===== src/hw/rtl/psws_pkg.sv =====
// ----------------------------------------------------------------------------
// psws_pkg
// Shared types and constants for the periodic seed weight scorer.
// ----------------------------------------------------------------------------
package psws_pkg;

  // Field widths
  localparam int PAT_W  = 64;   // pattern bits, one cell each
  localparam int LEN_W  = 7;    // pattern_len
  localparam int IDX_W  = 6;    // cell index
  localparam int RL_W   = 10;   // read_len and weights
  localparam int WH_W   = 9;    // whole = L/n - 1
  localparam int STAT_W = 2;

  localparam logic [LEN_W-1:0] MAX_PATTERN_LEN = 7'd64;
  localparam logic [RL_W-1:0]  MAX_READ_LEN    = 10'd512;
  localparam logic [RL_W-1:0]  READ_LEN_RESET  = 10'd100;

  // Result status codes
  typedef enum logic [STAT_W-1:0] {
    STAT_NA       = 2'd0,
    STAT_BELOW    = 2'd1,
    STAT_EQUAL    = 2'd2,
    STAT_NEW_BEST = 2'd3
  } status_t;

  // Controller states
  typedef enum logic [2:0] {
    S_IDLE,
    S_DIV,
    S_COUNT,
    S_MUL,
    S_SCAN,
    S_OUT
  } state_t;

  // Control from the sequencer to the cell ring
  typedef struct packed {
    logic             load;
    logic             rotate;
    logic [IDX_W-1:0] last_idx;
  } ring_ctrl_t;

endpackage


===== src/hw/rtl/psws_cell.sv =====
// ----------------------------------------------------------------------------
// psws_cell
// One pattern bit of the rotating ring; takes its neighbor's bit each step.
// ----------------------------------------------------------------------------
module psws_cell (
  input  logic clk,
  input  logic load,
  input  logic load_bit,
  input  logic rotate,
  input  logic nbr_bit,
  input  logic wrap_bit,
  input  logic is_last,
  output logic q
);

  // Load a new pattern bit, or shift toward cell 0 with wrap at the last cell
  always_ff @(posedge clk) begin
    if (load) begin
      q <= load_bit;
    end else if (rotate) begin
      q <= is_last ? wrap_bit : nbr_bit;
    end
  end

endmodule


===== src/hw/rtl/psws_ring.sv =====
// ----------------------------------------------------------------------------
// psws_ring
// Chain of pattern cells forming a ring of programmable length n. Each
// rotation moves bit j+1 into cell j and cell 0 into cell n-1.
// ----------------------------------------------------------------------------
module psws_ring (
  input  logic                    clk,
  input  psws_pkg::ring_ctrl_t    ctrl,
  input  logic [psws_pkg::PAT_W-1:0] load_bits,
  output logic [psws_pkg::PAT_W-1:0] bits
);

  genvar i;
  generate
    for (i = 0; i < psws_pkg::PAT_W; i++) begin : g_cell
      logic nbr;
      logic last;

      // Top cell has no upper neighbor; it takes the wrap bit when it is the last cell, else a zero
      if (i == psws_pkg::PAT_W - 1) begin : g_top
        assign nbr = 1'b0;
      end else begin : g_mid
        assign nbr = bits[i+1];
      end

      assign last = (ctrl.last_idx == psws_pkg::IDX_W'(i));

      psws_cell u_cell (
        .clk      (clk),
        .load     (ctrl.load),
        .load_bit (load_bits[i]),
        .rotate   (ctrl.rotate),
        .nbr_bit  (nbr),
        .wrap_bit (bits[0]),
        .is_last  (last),
        .q        (bits[i])
      );
    end
  endgenerate

endmodule


===== src/hw/rtl/periodic_seed_weight_scorer.sv =====
// ----------------------------------------------------------------------------
// periodic_seed_weight_scorer
// Scores the best periodic seed start of one block pattern for a read length.
// ----------------------------------------------------------------------------
// Steps after the input item is taken: a 10-step serial divide, n ring
//   rotations to count ones (n = length), a multiply step, and n ring
//   rotations that test one start each, then the result goes out.
// Bad length: result goes out with no divide; read too short: after the divide.
// One item at a time: a new item is taken only when idle; a finished item waits
//   in the output register while the next item is taken.
// Reset (rst, synchronous): read_len = 100, running best = 0, output empty.
// ----------------------------------------------------------------------------
module periodic_seed_weight_scorer (
  input  logic        clk,
  input  logic        rst,
  // configuration
  input  logic        cfg_wen,
  input  logic [9:0]  cfg_wdata,   // read_len
  // input items
  input  logic        s_tvalid,
  output logic        s_tready,
  input  logic [71:0] s_tdata,     // [63:0] pattern, [70:64] pattern_len, pad
  // result items
  output logic        m_tvalid,
  input  logic        m_tready,
  output logic [31:0] m_tdata      // [9:0] block_weight, [15:10] best_start,
                                   // [25:16] running_best, [27:26] status, pad
);

  psws_pkg::state_t state, state_next;

  logic [psws_pkg::RL_W-1:0]   read_len;
  logic [psws_pkg::LEN_W-1:0]  n_reg;
  logic [psws_pkg::LEN_W-1:0]  n_in;
  logic [psws_pkg::LEN_W-1:0]  n_last;
  logic [psws_pkg::LEN_W-1:0]  cnt;
  logic                        n_bad;

  // divider
  logic [psws_pkg::RL_W-1:0]   qd, qd_next;
  logic [psws_pkg::LEN_W-1:0]  r, r_next, r_shift;
  logic                        q_ge;

  logic [psws_pkg::WH_W-1:0]   whole;
  logic [psws_pkg::IDX_W-1:0]  rem;
  logic [psws_pkg::IDX_W-1:0]  add_idx;
  logic [psws_pkg::LEN_W-1:0]  ones;
  logic [psws_pkg::IDX_W-1:0]  win;
  logic [psws_pkg::LEN_W-1:0]  win_next;
  logic [psws_pkg::RL_W-1:0]   base;
  logic [psws_pkg::RL_W-1:0]   score;
  logic [psws_pkg::RL_W-1:0]   weight;
  logic [psws_pkg::IDX_W-1:0]  start;
  logic                        found;
  logic [psws_pkg::RL_W-1:0]   best_weight;
  logic [psws_pkg::RL_W-1:0]   best_next;
  psws_pkg::status_t           status;

  psws_pkg::ring_ctrl_t        ring_ctrl;
  logic [psws_pkg::PAT_W-1:0]  ring_bits;
  logic                        b_head, b_end, b_drop, b_add, start_ok;
  logic                        accept, fire;

  logic [psws_pkg::RL_W-1:0]   out_weight;
  logic [psws_pkg::IDX_W-1:0]  out_start;
  logic [psws_pkg::RL_W-1:0]   out_best;
  psws_pkg::status_t           out_status;

  assign n_in   = s_tdata[70:64];
  assign n_bad  = (n_in == '0) || (n_in > psws_pkg::MAX_PATTERN_LEN);
  assign n_last = n_reg - psws_pkg::LEN_W'(1);
  assign accept = s_tvalid && s_tready;
  assign fire   = (state == psws_pkg::S_OUT) && (!m_tvalid || m_tready);

  // One restoring divide step: remainder stays below n, so 6 bits shift up
  assign r_shift = {r[psws_pkg::IDX_W-1:0], qd[psws_pkg::RL_W-1]};
  assign q_ge    = (r_shift >= n_reg);
  assign r_next  = q_ge ? (r_shift - n_reg) : r_shift;
  assign qd_next = {qd[psws_pkg::RL_W-2:0], q_ge};

  // Ring taps: cell j holds bit (p+j) mod n during the scan
  assign b_head   = ring_bits[0];
  assign b_end    = ring_bits[rem];
  assign b_drop   = ring_bits[1];
  assign b_add    = ring_bits[add_idx];
  assign start_ok = b_head && b_end;
  assign score    = base + psws_pkg::RL_W'(win);
  assign win_next = psws_pkg::LEN_W'(win) - psws_pkg::LEN_W'(b_drop)
                  + psws_pkg::LEN_W'(b_add);

  // Next state
  always_comb begin
    state_next = state;
    case (state)
      psws_pkg::S_IDLE: begin
        if (s_tvalid) begin
          state_next = n_bad ? psws_pkg::S_OUT : psws_pkg::S_DIV;
        end
      end
      psws_pkg::S_DIV: begin
        if (cnt == psws_pkg::LEN_W'(psws_pkg::RL_W - 1)) begin
          state_next = (qd_next < psws_pkg::RL_W'(2)) ? psws_pkg::S_OUT
                                                      : psws_pkg::S_COUNT;
        end
      end
      psws_pkg::S_COUNT: begin
        if (cnt == n_last) begin
          state_next = psws_pkg::S_MUL;
        end
      end
      psws_pkg::S_MUL: state_next = psws_pkg::S_SCAN;
      psws_pkg::S_SCAN: begin
        if (cnt == n_last) begin
          state_next = psws_pkg::S_OUT;
        end
      end
      psws_pkg::S_OUT: begin
        if (!m_tvalid || m_tready) begin
          state_next = psws_pkg::S_IDLE;
        end
      end
      default: state_next = psws_pkg::S_IDLE;
    endcase
  end

  // Outputs of the sequencer
  always_comb begin
    s_tready           = (state == psws_pkg::S_IDLE);
    ring_ctrl.load     = (state == psws_pkg::S_IDLE) && s_tvalid;
    ring_ctrl.rotate   = (state == psws_pkg::S_COUNT) || (state == psws_pkg::S_SCAN);
    ring_ctrl.last_idx = n_last[psws_pkg::IDX_W-1:0];
  end

  // Compare against the running best
  always_comb begin
    best_next = best_weight;
    status    = psws_pkg::STAT_NA;
    if (found) begin
      if (weight > best_weight) begin
        status    = psws_pkg::STAT_NEW_BEST;
        best_next = weight;
      end else if (weight == best_weight) begin
        status = psws_pkg::STAT_EQUAL;
      end else begin
        status = psws_pkg::STAT_BELOW;
      end
    end
  end

  // Control registers
  always_ff @(posedge clk) begin
    if (rst) begin
      state       <= psws_pkg::S_IDLE;
      read_len    <= psws_pkg::READ_LEN_RESET;
      best_weight <= '0;
      m_tvalid    <= 1'b0;
    end else begin
      state <= state_next;
      if (cfg_wen) begin
        read_len <= cfg_wdata;
      end
      if (fire) begin
        best_weight <= best_next;
        m_tvalid    <= 1'b1;
      end else if (m_tready) begin
        m_tvalid <= 1'b0;
      end
    end
  end

  // Datapath
  always_ff @(posedge clk) begin
    // step counter restarts on every state change
    cnt <= (state_next != state) ? '0 : cnt + psws_pkg::LEN_W'(1);

    case (state)
      psws_pkg::S_IDLE: begin
        if (accept) begin
          n_reg <= n_in;
          qd    <= (read_len > psws_pkg::MAX_READ_LEN) ? psws_pkg::MAX_READ_LEN
                                                       : read_len;
          r     <= '0;
          found <= 1'b0;
          ones  <= '0;
          win   <= '0;
        end
      end
      psws_pkg::S_DIV: begin
        qd    <= qd_next;
        r     <= r_next;
        whole <= psws_pkg::WH_W'(qd_next - psws_pkg::RL_W'(1));
        rem   <= r_next[psws_pkg::IDX_W-1:0];
      end
      psws_pkg::S_COUNT: begin
        // count all ones, and ones at positions 1..rem for the first window
        ones <= ones + psws_pkg::LEN_W'(b_head);
        if ((cnt != '0) && (cnt <= psws_pkg::LEN_W'(rem))) begin
          win <= win + psws_pkg::IDX_W'(b_head);
        end
      end
      psws_pkg::S_MUL: begin
        base    <= psws_pkg::RL_W'(whole * ones) + psws_pkg::RL_W'(1);
        add_idx <= (psws_pkg::LEN_W'(rem) + psws_pkg::LEN_W'(1) == n_reg)
                   ? '0 : rem + psws_pkg::IDX_W'(1);
      end
      psws_pkg::S_SCAN: begin
        // keep the first start with the highest score
        if (start_ok && (!found || score > weight)) begin
          weight <= score;
          start  <= cnt[psws_pkg::IDX_W-1:0];
          found  <= 1'b1;
        end
        // slide the window of rem bits by one position
        if (rem != '0) begin
          win <= win_next[psws_pkg::IDX_W-1:0];
        end
      end
      default: ;
    endcase

    // Hold the finished item for the output side
    if (fire) begin
      out_weight <= found ? weight : '0;
      out_start  <= found ? start : '0;
      out_best   <= best_next;
      out_status <= status;
    end
  end

  psws_ring u_ring (
    .clk       (clk),
    .ctrl      (ring_ctrl),
    .load_bits (s_tdata[psws_pkg::PAT_W-1:0]),
    .bits      (ring_bits)
  );

  assign m_tdata = {4'b0, out_status, out_best, out_start, out_weight};

endmodule


===== config.mk =====
export PLATFORM = sky130hd
export DESIGN_NAME = periodic_seed_weight_scorer
export DESIGN_NICKNAME = d
export VERILOG_FILES = /design/src/hw/rtl/psws_pkg.sv /design/src/hw/rtl/psws_cell.sv /design/src/hw/rtl/psws_ring.sv /design/src/hw/rtl/periodic_seed_weight_scorer.sv
export SDC_FILE = /design/constraint.sdc
export NUM_CORES = 1
export LEC_CHECK = 0
export BUFFER_PORTS_ARGS = -buffer_cell sky130_fd_sc_hd__buf_2
export CORE_UTILIZATION = 55
export CTS_CLUSTER_SIZE = 25
export DETAILED_ROUTE_END_ITERATION = 10
export GPL_TIMING_DRIVEN = 0
export HOLD_SLACK_MARGIN = 0.03
export PLACE_DENSITY = 0.84
export SYNTH_ARGS = -nofsm -noshare
export SYNTH_HDL_FRONTEND = slang
export SYNTH_SLANG_ARGS = --single-unit

===== constraint.sdc =====
create_clock -name clk -period 4.5 [get_ports clk]
set_input_delay 0 -clock clk [delete_from_list [all_inputs] [get_ports clk]]
set_output_delay 0 -clock clk [all_outputs]
set_load 0.01 [all_outputs]

Word-level counts from Yosys, hierarchy flattened
Cells that the tools add are included.
- register bits after elaboration: 207
- bits of input ports: 87
- output and inout bits: 34
- logic and storage cells: 438
- $add $sub $neg: 12
- multiply operators: 1
- order comparisons: 9
- equality and inequality tests: 78
- multiplexer cells: 224
- reduce and logical (&&, ||, !) cells: 29
- operators with widths (operator ; number):
    1-bit two-way mux ; 198
    6-bit == test (second input constant) ; 32
    6-bit by 5-bit == test with 1-bit output (second input constant) ; 16
    6-bit by 4-bit == test with 1-bit output (second input constant) ; 8
    10-bit two-way mux ; 4
    6-bit by 3-bit == test with 1-bit output (second input constant) ; 4
    6-bit two-way mux ; 4
    3-bit two-way mux ; 7
    10-bit > comparator ; 2
    10-bit case mux with 2 select lines ; 1
    3-bit case mux with 6 select lines ; 1
    6-bit case mux with 3 select lines ; 1
    7-bit == test ; 2
    6-bit by 7-bit < comparator with 1-bit output (second input constant) ; 2
    7-bit case mux with 2 select lines ; 1
    6-bit by 1-bit adder with 6-bit output ; 2
    1-bit binary-select mux with 6-bit select ; 2
    6-bit by 2-bit == test with 1-bit output (second input constant) ; 2
    6-bit case mux with 2 select lines ; 1
    10-bit by 1-bit adder with 10-bit output (second input constant) ; 1
    10-bit by 6-bit adder with 10-bit output ; 1
    10-bit == test ; 1
    10-bit > comparator (second input constant) ; 1
    10-bit by 2-bit < comparator with 1-bit output (second input constant) ; 1
    36 further kinds ; 58

Logic depth before layout (Yosys ltp)
Gate-level depths: netlist of the first run.
- depth in word-level cells: 6
- mapped depth: 17
- mapped depth without buffers: 15

Cells and area by module
Synthesis of the first run repeated with hierarchy kept, for this count alone.
- cell total of the unflattened synthesis: 1390
- area total of the unflattened synthesis: 14528.9 um2
- by module, submodules not included (module ; times used ; cells each ; area each (um2) ; sequential area each (um2)):
    periodic_seed_weight_scorer ; 1 ; 911 ; 10067.2 ; 3983.8
    psws_cell ; 64 ; 5 ; 55.1 ; 30.0
    psws_ring ; 1 ; 159 ; 938.4 ; 0.0

Least setup slack after synthesis of the first run
Ideal clock, no wire load.
- path kind: flip-flop to flip-flop
- from: register win[0] in the netlist's numbering
- to: register found, enable pin
- library setup time: 0.297 ns
- data arrival time: 4.460 ns
- data required time: 4.203 ns
- slack: -0.257 ns
- cell stages (with the launch flop): 16
- buffers on the path: 0
- clock period less this slack: 4.757 ns
- path through: edfxtp_1 ha_1 fa_1 a21o_1 a21oi_1 o21bai_1 a21oi_1 nor2_1 xor2_1 ha_1 nand4_1 nor3_1 nor2_1 nand4_1 nor4_1 or2_2
- word-level cells in the longest chain between the ends: 6
- ends and longest elaborated chain (element ; RTL line ; text):
    start, declared ; periodic_seed_weight_scorer.sv:48 ; logic [psws_pkg::IDX_W-1:0] win;
    start signal, assigned ; periodic_seed_weight_scorer.sv:198 ; win <= win + psws_pkg::IDX_W'(b_head);
    start signal, assigned ; periodic_seed_weight_scorer.sv:215 ; win <= win_next[psws_pkg::IDX_W-1:0];
    10-bit by 6-bit adder with 10-bit output ; periodic_seed_weight_scorer.sv:87 ; assign score = base + psws_pkg::RL_W'(win);
    net score, one bit ; periodic_seed_weight_scorer.sv:51 ; logic [psws_pkg::RL_W-1:0] score;
    10-bit > comparator ; periodic_seed_weight_scorer.sv:208 ; if (start_ok && (!found || score > weight)) begin
    1-bit logical OR ; periodic_seed_weight_scorer.sv:208 ;
    1-bit logical AND ; periodic_seed_weight_scorer.sv:208 ;
    2-bit by 1-bit inequality test with 1-bit output (no line) ; -- ;
    3-bit AND reduction (no line) ; -- ;
    end signal, assigned ; periodic_seed_weight_scorer.sv:183 ; found <= 1'b0;
    end signal, assigned ; periodic_seed_weight_scorer.sv:211 ; found <= 1'b1;
    end, declared ; periodic_seed_weight_scorer.sv:54 ; logic found;
The timed path passes the listed nets, and every way through them passes these cells.
A chain may end at the register's enable or synchronous reset.

Worst setup path after layout of the first run
- from: register ones[1] in the netlist's numbering
- to: register base[9] in the netlist's numbering (data pin)
- word-level cells in the longest chain between the ends: 2
- ends and longest elaborated chain (element ; RTL line ; text):
    start, declared ; periodic_seed_weight_scorer.sv:47 ; logic [psws_pkg::LEN_W-1:0] ones;
    start signal, assigned ; periodic_seed_weight_scorer.sv:196 ; ones <= ones + psws_pkg::LEN_W'(b_head);
    9-bit by 7-bit multiplier with 10-bit output ; periodic_seed_weight_scorer.sv:202 ; base <= psws_pkg::RL_W'(whole * ones) + psws_pkg::RL_W'(1);
    10-bit by 1-bit adder with 10-bit output ; periodic_seed_weight_scorer.sv:202 ;
    end signal, assigned ; periodic_seed_weight_scorer.sv:202 ;
    end, declared ; periodic_seed_weight_scorer.sv:50 ; logic [psws_pkg::RL_W-1:0] base;
No other way between the ends.

==> results.toml, run 1 <==
[run_status]
outcome = "completed"

[yosys]
async_flop_share = 0
ys_types = 81
synth_area_mm2 = 0.0140
synth_edf_count = 176
ys_seq_area_frac = 0.422
synth_ff_type = "edfxtp_1"
synth.largest_area_cell = "edfxtp_1"
synth_top_area_share = 0.378
synth_warnings = 0
ys_ff_latch = 207
ys_top_cells_by_area = "edfxtp_1, ha_1, mux2i_1"
synth_common_cells = "edfxtp_1, nand2_1, nor2_1"
synth_area_per_cell_um2 = 10.6
synth.most_common_cell = "edfxtp_1"
syn_inst = 1317

[place]
hpwlAfterDp_mm = 26.2
portBuffers = 115
routabilityCongestion = 0.973
dpl_cell_area_mm2 = 0.0150

[sta]
drv_slew = 0
tightest_slew_ns = 1.11
min_period_ns = 4.29
period_share = 0.953
max-slew-margin-rel = 0.259
hold_viol = 0
fin_tns_setup_ns = 0
fmax_ghz = 0.233
setup_viol = 0
skew_ns = 0.0318
rsz0062_at_grt = "no"

[global_routing]
use_met3 = 0.0678
grt_pass1_wl_mm = 59.7
antenna_found_initial = 2
met1_usage = 0.357
grt_max_degree = 46
busiest_layer = "met2"
first_global_vias = 11700
grtUsageTotal = 0.292
grt-ovfl-total = 0
use_met2 = 0.490

[clock_tree]
cts.path.max_buffers = 3
cts.sinks = 207
cts_buffers = 23
clk_pin_slew_ns = 0.06
tritoncts = "done"
root_buffer = "clkbuf_16"
cts_resized = 0
h-tree-depth = 1
clock_latency_ns = 0.53

[detailed_routing]
drt_iter0_drc = 1371
drc = 0
via_count = 11600
wl_per_cell_um = 19.8
via_per_inst = 6.12
wl_mm = 37.4
antenna_left = 0
drt_pre_antenna_iters = 9

[setup_path]
crit_required_ns = 4.74
crit_path_max_fanout = 10
worstSetupPathType = "reg2reg"
worstPathCellList = "buf_1 -> and2_1 -> fa_1 -> inv_1 -> fa_1 -> inv_1 -> fa_1 -> inv_1 -> fa_1 -> inv_1 -> ha_1 -> o21a_1 -> o41a_1 -> xnor2_1"
critPathMaxStageDelay_ns = 0.53
cp-start-kind = "flip-flop"
worstSetupEndpointType = "flip-flop"
crit_slowest_cell = "fa_1"
cp.arrival_ns = 4.53

[final_layout]
utilization = 0.665
regMostFlops = "u_ring.g_cell.u_cell.q"
synthToLayoutAreaGrowth_pct = 18.9
final_cell_area_mm2 = 0.0166
num_antenna_cells = 0
largest_register_ffs = 64
drive_above_1_share = 0.155
nets = 1739
fillers = 1819

[floorplanning]
die_w_um = 162
row_count = 58
die_y_um = 162
coreArea_mm2 = 0.0250
die_area_mm2 = 0.0261
ioPinCount = 121
start_util = 0.559

[pwr]
leakage_uw = 0.00645
p_per_area_mw_per_mm2 = 379
ir_drop_uv = 295

[flow_run]
drv_cap = 0

[worst_hold_path]
hold_class = "in2reg"
==> final cells by class <==
cell class / count / area (um2) / area share
Inverter: 92 / 345 / 0.0208
Clock buffer: 32 / 629 / 0.0378
Sequential cell: 207 / 5910 / 0.355
Multi-Input combinational cell: 954 / 7390 / 0.444
Tap cell: 330 / 413 / 0.0248
Clock inverter: 10 / 83.8 / 0.00504
Timing Repair Buffer: 204 / 1500 / 0.0899
Buffer: 66 / 378 / 0.0227
==> critical path, delay by kind of cell (launching register included) <==
| kind | cells | cell delay [ns] |
|---|---|---|
| buf+inv | 5 | 0.44 |
| simple gates | 1 | 0.21 |
| fa+ha+maj | 5 | 2.32 |
| xor+xnor | 1 | 0.13 |
| compound gates | 2 | 0.46 |
| flops | 1 | 0.43 |
==> where the power goes <==
group	leakage, uW	internal (uW)	switching (uW)
Clock	0.000340	1040	775
Combinational	0.00419	850	1050
Sequential	0.00193	2380	206
Total	0.00645	4270	2030
==> cells in the final DEF (no fill, tap or decap), types with 20 or more instances in the layout <==
master           n
dfxtp_1         31
o21ai_1         22
clkbuf_1        38
buf_2          127
fa_1            25
nand3_1         27
nand2_1        150
o21ai_0         71
nor2_1         116
a21oi_1         32
mux2i_1         91
nor3_1          20
clkbuf_16       23
ha_1            79
and2_1          40
xnor2_1         47
xor2_1          22
dlygate4sd3_1   86
mux4_2          21
inv_1           88
edfxtp_1       176
==> cells by family (layout without fill, tap and decap cells) <==
kind of cell	Yosys count	after routing	synth area share
compound gates	194	194	0.0846
xor+xnor	72	72	0.0477
fa+ha+maj	104	104	0.106
buf+inv	159	404	0.0519
flops	207	207	0.422
mux	133	133	0.132
other cells	1	4	0.000268
simple gates	447	447	0.155
==> routing by layer <==
| layer | part of all wire | vias to the layer above |
|---|---|---|
| met5 | 0.00035 | - |
| met4 | 0.052 | 2 |
| met3 | 0.11 | 204 |
| met2 | 0.48 | 789 |
| met1 | 0.36 | 5431 |
| li1 | - | 5167 |
==> path summary, 6_finish.rpt <==
check,start,to,slack [ns],depth (start not counted)
setup / recovery,ones[1],base[9],0.21,14
setup reg to reg,ones[1],base[9],0.21,14
hold reg to reg,best_weight[7],best_weight[7],0.50,2
hold / removal,cfg_wen,read_len[9],0.18,4
==> per-stage QoR <==
stage	setup WS [ns]	power [uW]	hold slack, ns	cells
final	0.210	6300	0.183	1895
after global routing	0.0206	6580	0.194	1895
after CTS	0.164	6240	0.169	1895
after detailed placement	0.187	4390	0.192	1767
after global placement	-0.150	4300	0.190	1765
after floorplan	0.425	3890	0.0787	1320
==> repair_timing <==
action / 4_1_cts / 5_1_grt
buffers inserted: 0 / 0
hold buffers: 86 / 0
hold endpoints to repair: 84 / 0
setup endpoints to repair: 0 / 1
Note: power is estimated with default switching activity, not from simulation.
==> run 2: changes to the inputs <==
--- a/config.mk
+++ b/config.mk
@@ -6,12 +6,12 @@
 export NUM_CORES = 1
 export LEC_CHECK = 0
 export BUFFER_PORTS_ARGS = -buffer_cell sky130_fd_sc_hd__buf_2
-export CORE_UTILIZATION = 55
+export CORE_UTILIZATION = 61
 export CTS_CLUSTER_SIZE = 25
 export DETAILED_ROUTE_END_ITERATION = 10
 export GPL_TIMING_DRIVEN = 0
 export HOLD_SLACK_MARGIN = 0.03
-export PLACE_DENSITY = 0.84
+export PLACE_DENSITY = 0.88
 export SYNTH_ARGS = -nofsm -noshare
 export SYNTH_HDL_FRONTEND = slang
 export SYNTH_SLANG_ARGS = --single-unit
==> constraint.sdc (replaced) <==
create_clock -name clk -period 4.4 [get_ports clk]
set_input_delay 0 -clock clk [delete_from_list [all_inputs] [get_ports clk]]
set_output_delay 0 -clock clk [all_outputs]
set_load 0.01 [all_outputs]
==> run 2 against run 1 <==
  * Power rose by 4.8%
  * Final cell count down 1.7%
  * Critical path type unchanged
  * Highest routed layer is now met4
  * First-iteration DRC count up 14%
  * Global-route usage increased by 3.8 points
==> results.toml, run 2 (synthesis gave the netlist of run 1 again) <==
[setup_path]
cp-start-kind = "flip-flop"
worstSetupPathType = "reg2reg"
crit_top_cell = "xnor2_1"
worstPathCellList = "and2_1 -> fa_1 -> inv_1 -> fa_1 -> fa_1 -> inv_1 -> fa_1 -> xor2_1 -> xnor2_1 -> xnor2_1 -> xnor2_1 -> xnor2_1 -> xnor2_1"
crit_slowest_cell = "fa_1"
path_buf_inv = 2
cp.arrival_ns = 4.50
crit_required_ns = 4.64
worstSetupEndpointType = "flip-flop"
critPathMaxStageDelay_ns = 0.54
critPathTopFamily = "adder cells"
crit_path_max_fanout = 5

[detailed_routing]
drt_pre_antenna_iters = 8
via_count = 11700
drt_iter0_drc = 1558
via_per_inst = 6.27
drc = 0
antenna_left = 0
wl_per_cell_um = 20.6
wl_mm = 38.4

[clock_tree]
cts.path.max_buffers = 3
cts_buffers = 24
clk_pin_slew_ns = 0.06
clock_latency_ns = 0.53
root_buffer = "clkbuf_16"
cts.sinks = 207
tritoncts = "done"
h-tree-depth = 1
cts_resized = 0

[final_layout]
nets = 1751
drive_above_1_share = 0.162
final_cell_mix = "edfxtp_1, nand2_1, buf_2, nor2_1, mux2i_1"
final_cell_area_mm2 = 0.0167
synthToLayoutAreaGrowth_pct = 19.4
largest_register_ffs = 64
regMostFlops = "u_ring.g_cell.u_cell.q"
finalNonFillerCells = 1863
final_common_cell = "edfxtp_1"
num_antenna_cells = 0

[place]
portBuffers = 115
hpwlAfterDp_mm = 25.4
pre_cts_slack_ns = 0.0879
routabilityCongestion = 0.972
placedCellCount = 1722
dpl_cell_area_mm2 = 0.0150

[pwr]
leakage_uw = 0.00655
p_per_area_mw_per_mm2 = 395
p_total_uw = 6600
ir_drop_uv = 377

[sta]
skew_ns = 0.0280
min_period_ns = 4.26
tightest_slew_ns = 1.34
setup_viol = 0
fmax_ghz = 0.235
period_share = 0.968
max-slew-margin-rel = 0.110
fin_ws_ns = 0.140
drv_slew = 0
hold_viol = 0

[floorplanning]
ioPinCount = 121
die_area_mm2 = 0.0236
row_count = 55
coreArea_mm2 = 0.0226
start_util = 0.620
die_y_um = 153
die_w_um = 153

[worst_hold_path]
hold_class = "in2reg"

[global_routing]
antenna_found_initial = 0
grt_pass1_wl_mm = 60.6
grt_max_degree = 40
grt-ovfl-total = 0
first_global_vias = 11400
grtUsageTotal = 0.330

[flow_run]
drv_cap = 0

[run_status]
outcome = "completed"
run 2: cell type report:
cell class	instances	area [um2]
clock buffer	32	662
inverter	92	345
sequential	207	5910
buffer	64	370
multi-input combinational	954	7390
clock inverter	12	108
timing repair buffer	217	1580
fill	1425	5860
tap	285	357
run 2: what timing repair did:
item,CTS,global route
hold buffers,86,0
buffers inserted,0,14
hold endpoints to repair,84,0
setup endpoints to repair,0,3
run 2: final timing paths:
path	from	endpoint	slack (ns)	depth (start not counted)
worst max register to register	ones[6]	base[9]	0.14	13
worst min register to register	best_weight[9]	best_weight[9]	0.50	2
worst min-delay path	cfg_wen	read_len[3]	0.19	4
worst max-delay path	ones[6]	base[9]	0.14	13
run 2: metrics by stage:
step | util | hold WS, ns | TNS (ns)
after floorplan | - | 0.0787 | 0
after global placement | 0.662 | 0.189 | -2.91
after detailed placement | 0.664 | 0.189 | 0
after CTS | 0.736 | 0.162 | 0
after global routing | 0.741 | 0.213 | -0.0491
final | 0.741 | 0.185 | 0
run 2: routing by layer:
| layer | vias to the layer above | track usage | share of wire |
|---|---|---|---|
| li1 | 5194 | - | - |
| met1 | 5488 | 0.408 | 0.36 |
| met2 | 805 | 0.553 | 0.48 |
| met4 | 0 | 0.157 | 0.055 |
| met5 | - | 0 | 0 |
| met3 | 190 | 0.0695 | 0.10 |
run 2: worst min-delay path, stage by stage:
cell and delay [ns]:
buf_2 0.12, buf_1 0.28, mux2i_1 0.19, nor2_1 0.07
run 2: power by group:
part / switching [uW] / internal [uW]
clock: 792 / 1170
combinational: 1100 / 880
sequential: 220 / 2440
total: 2110 / 4490
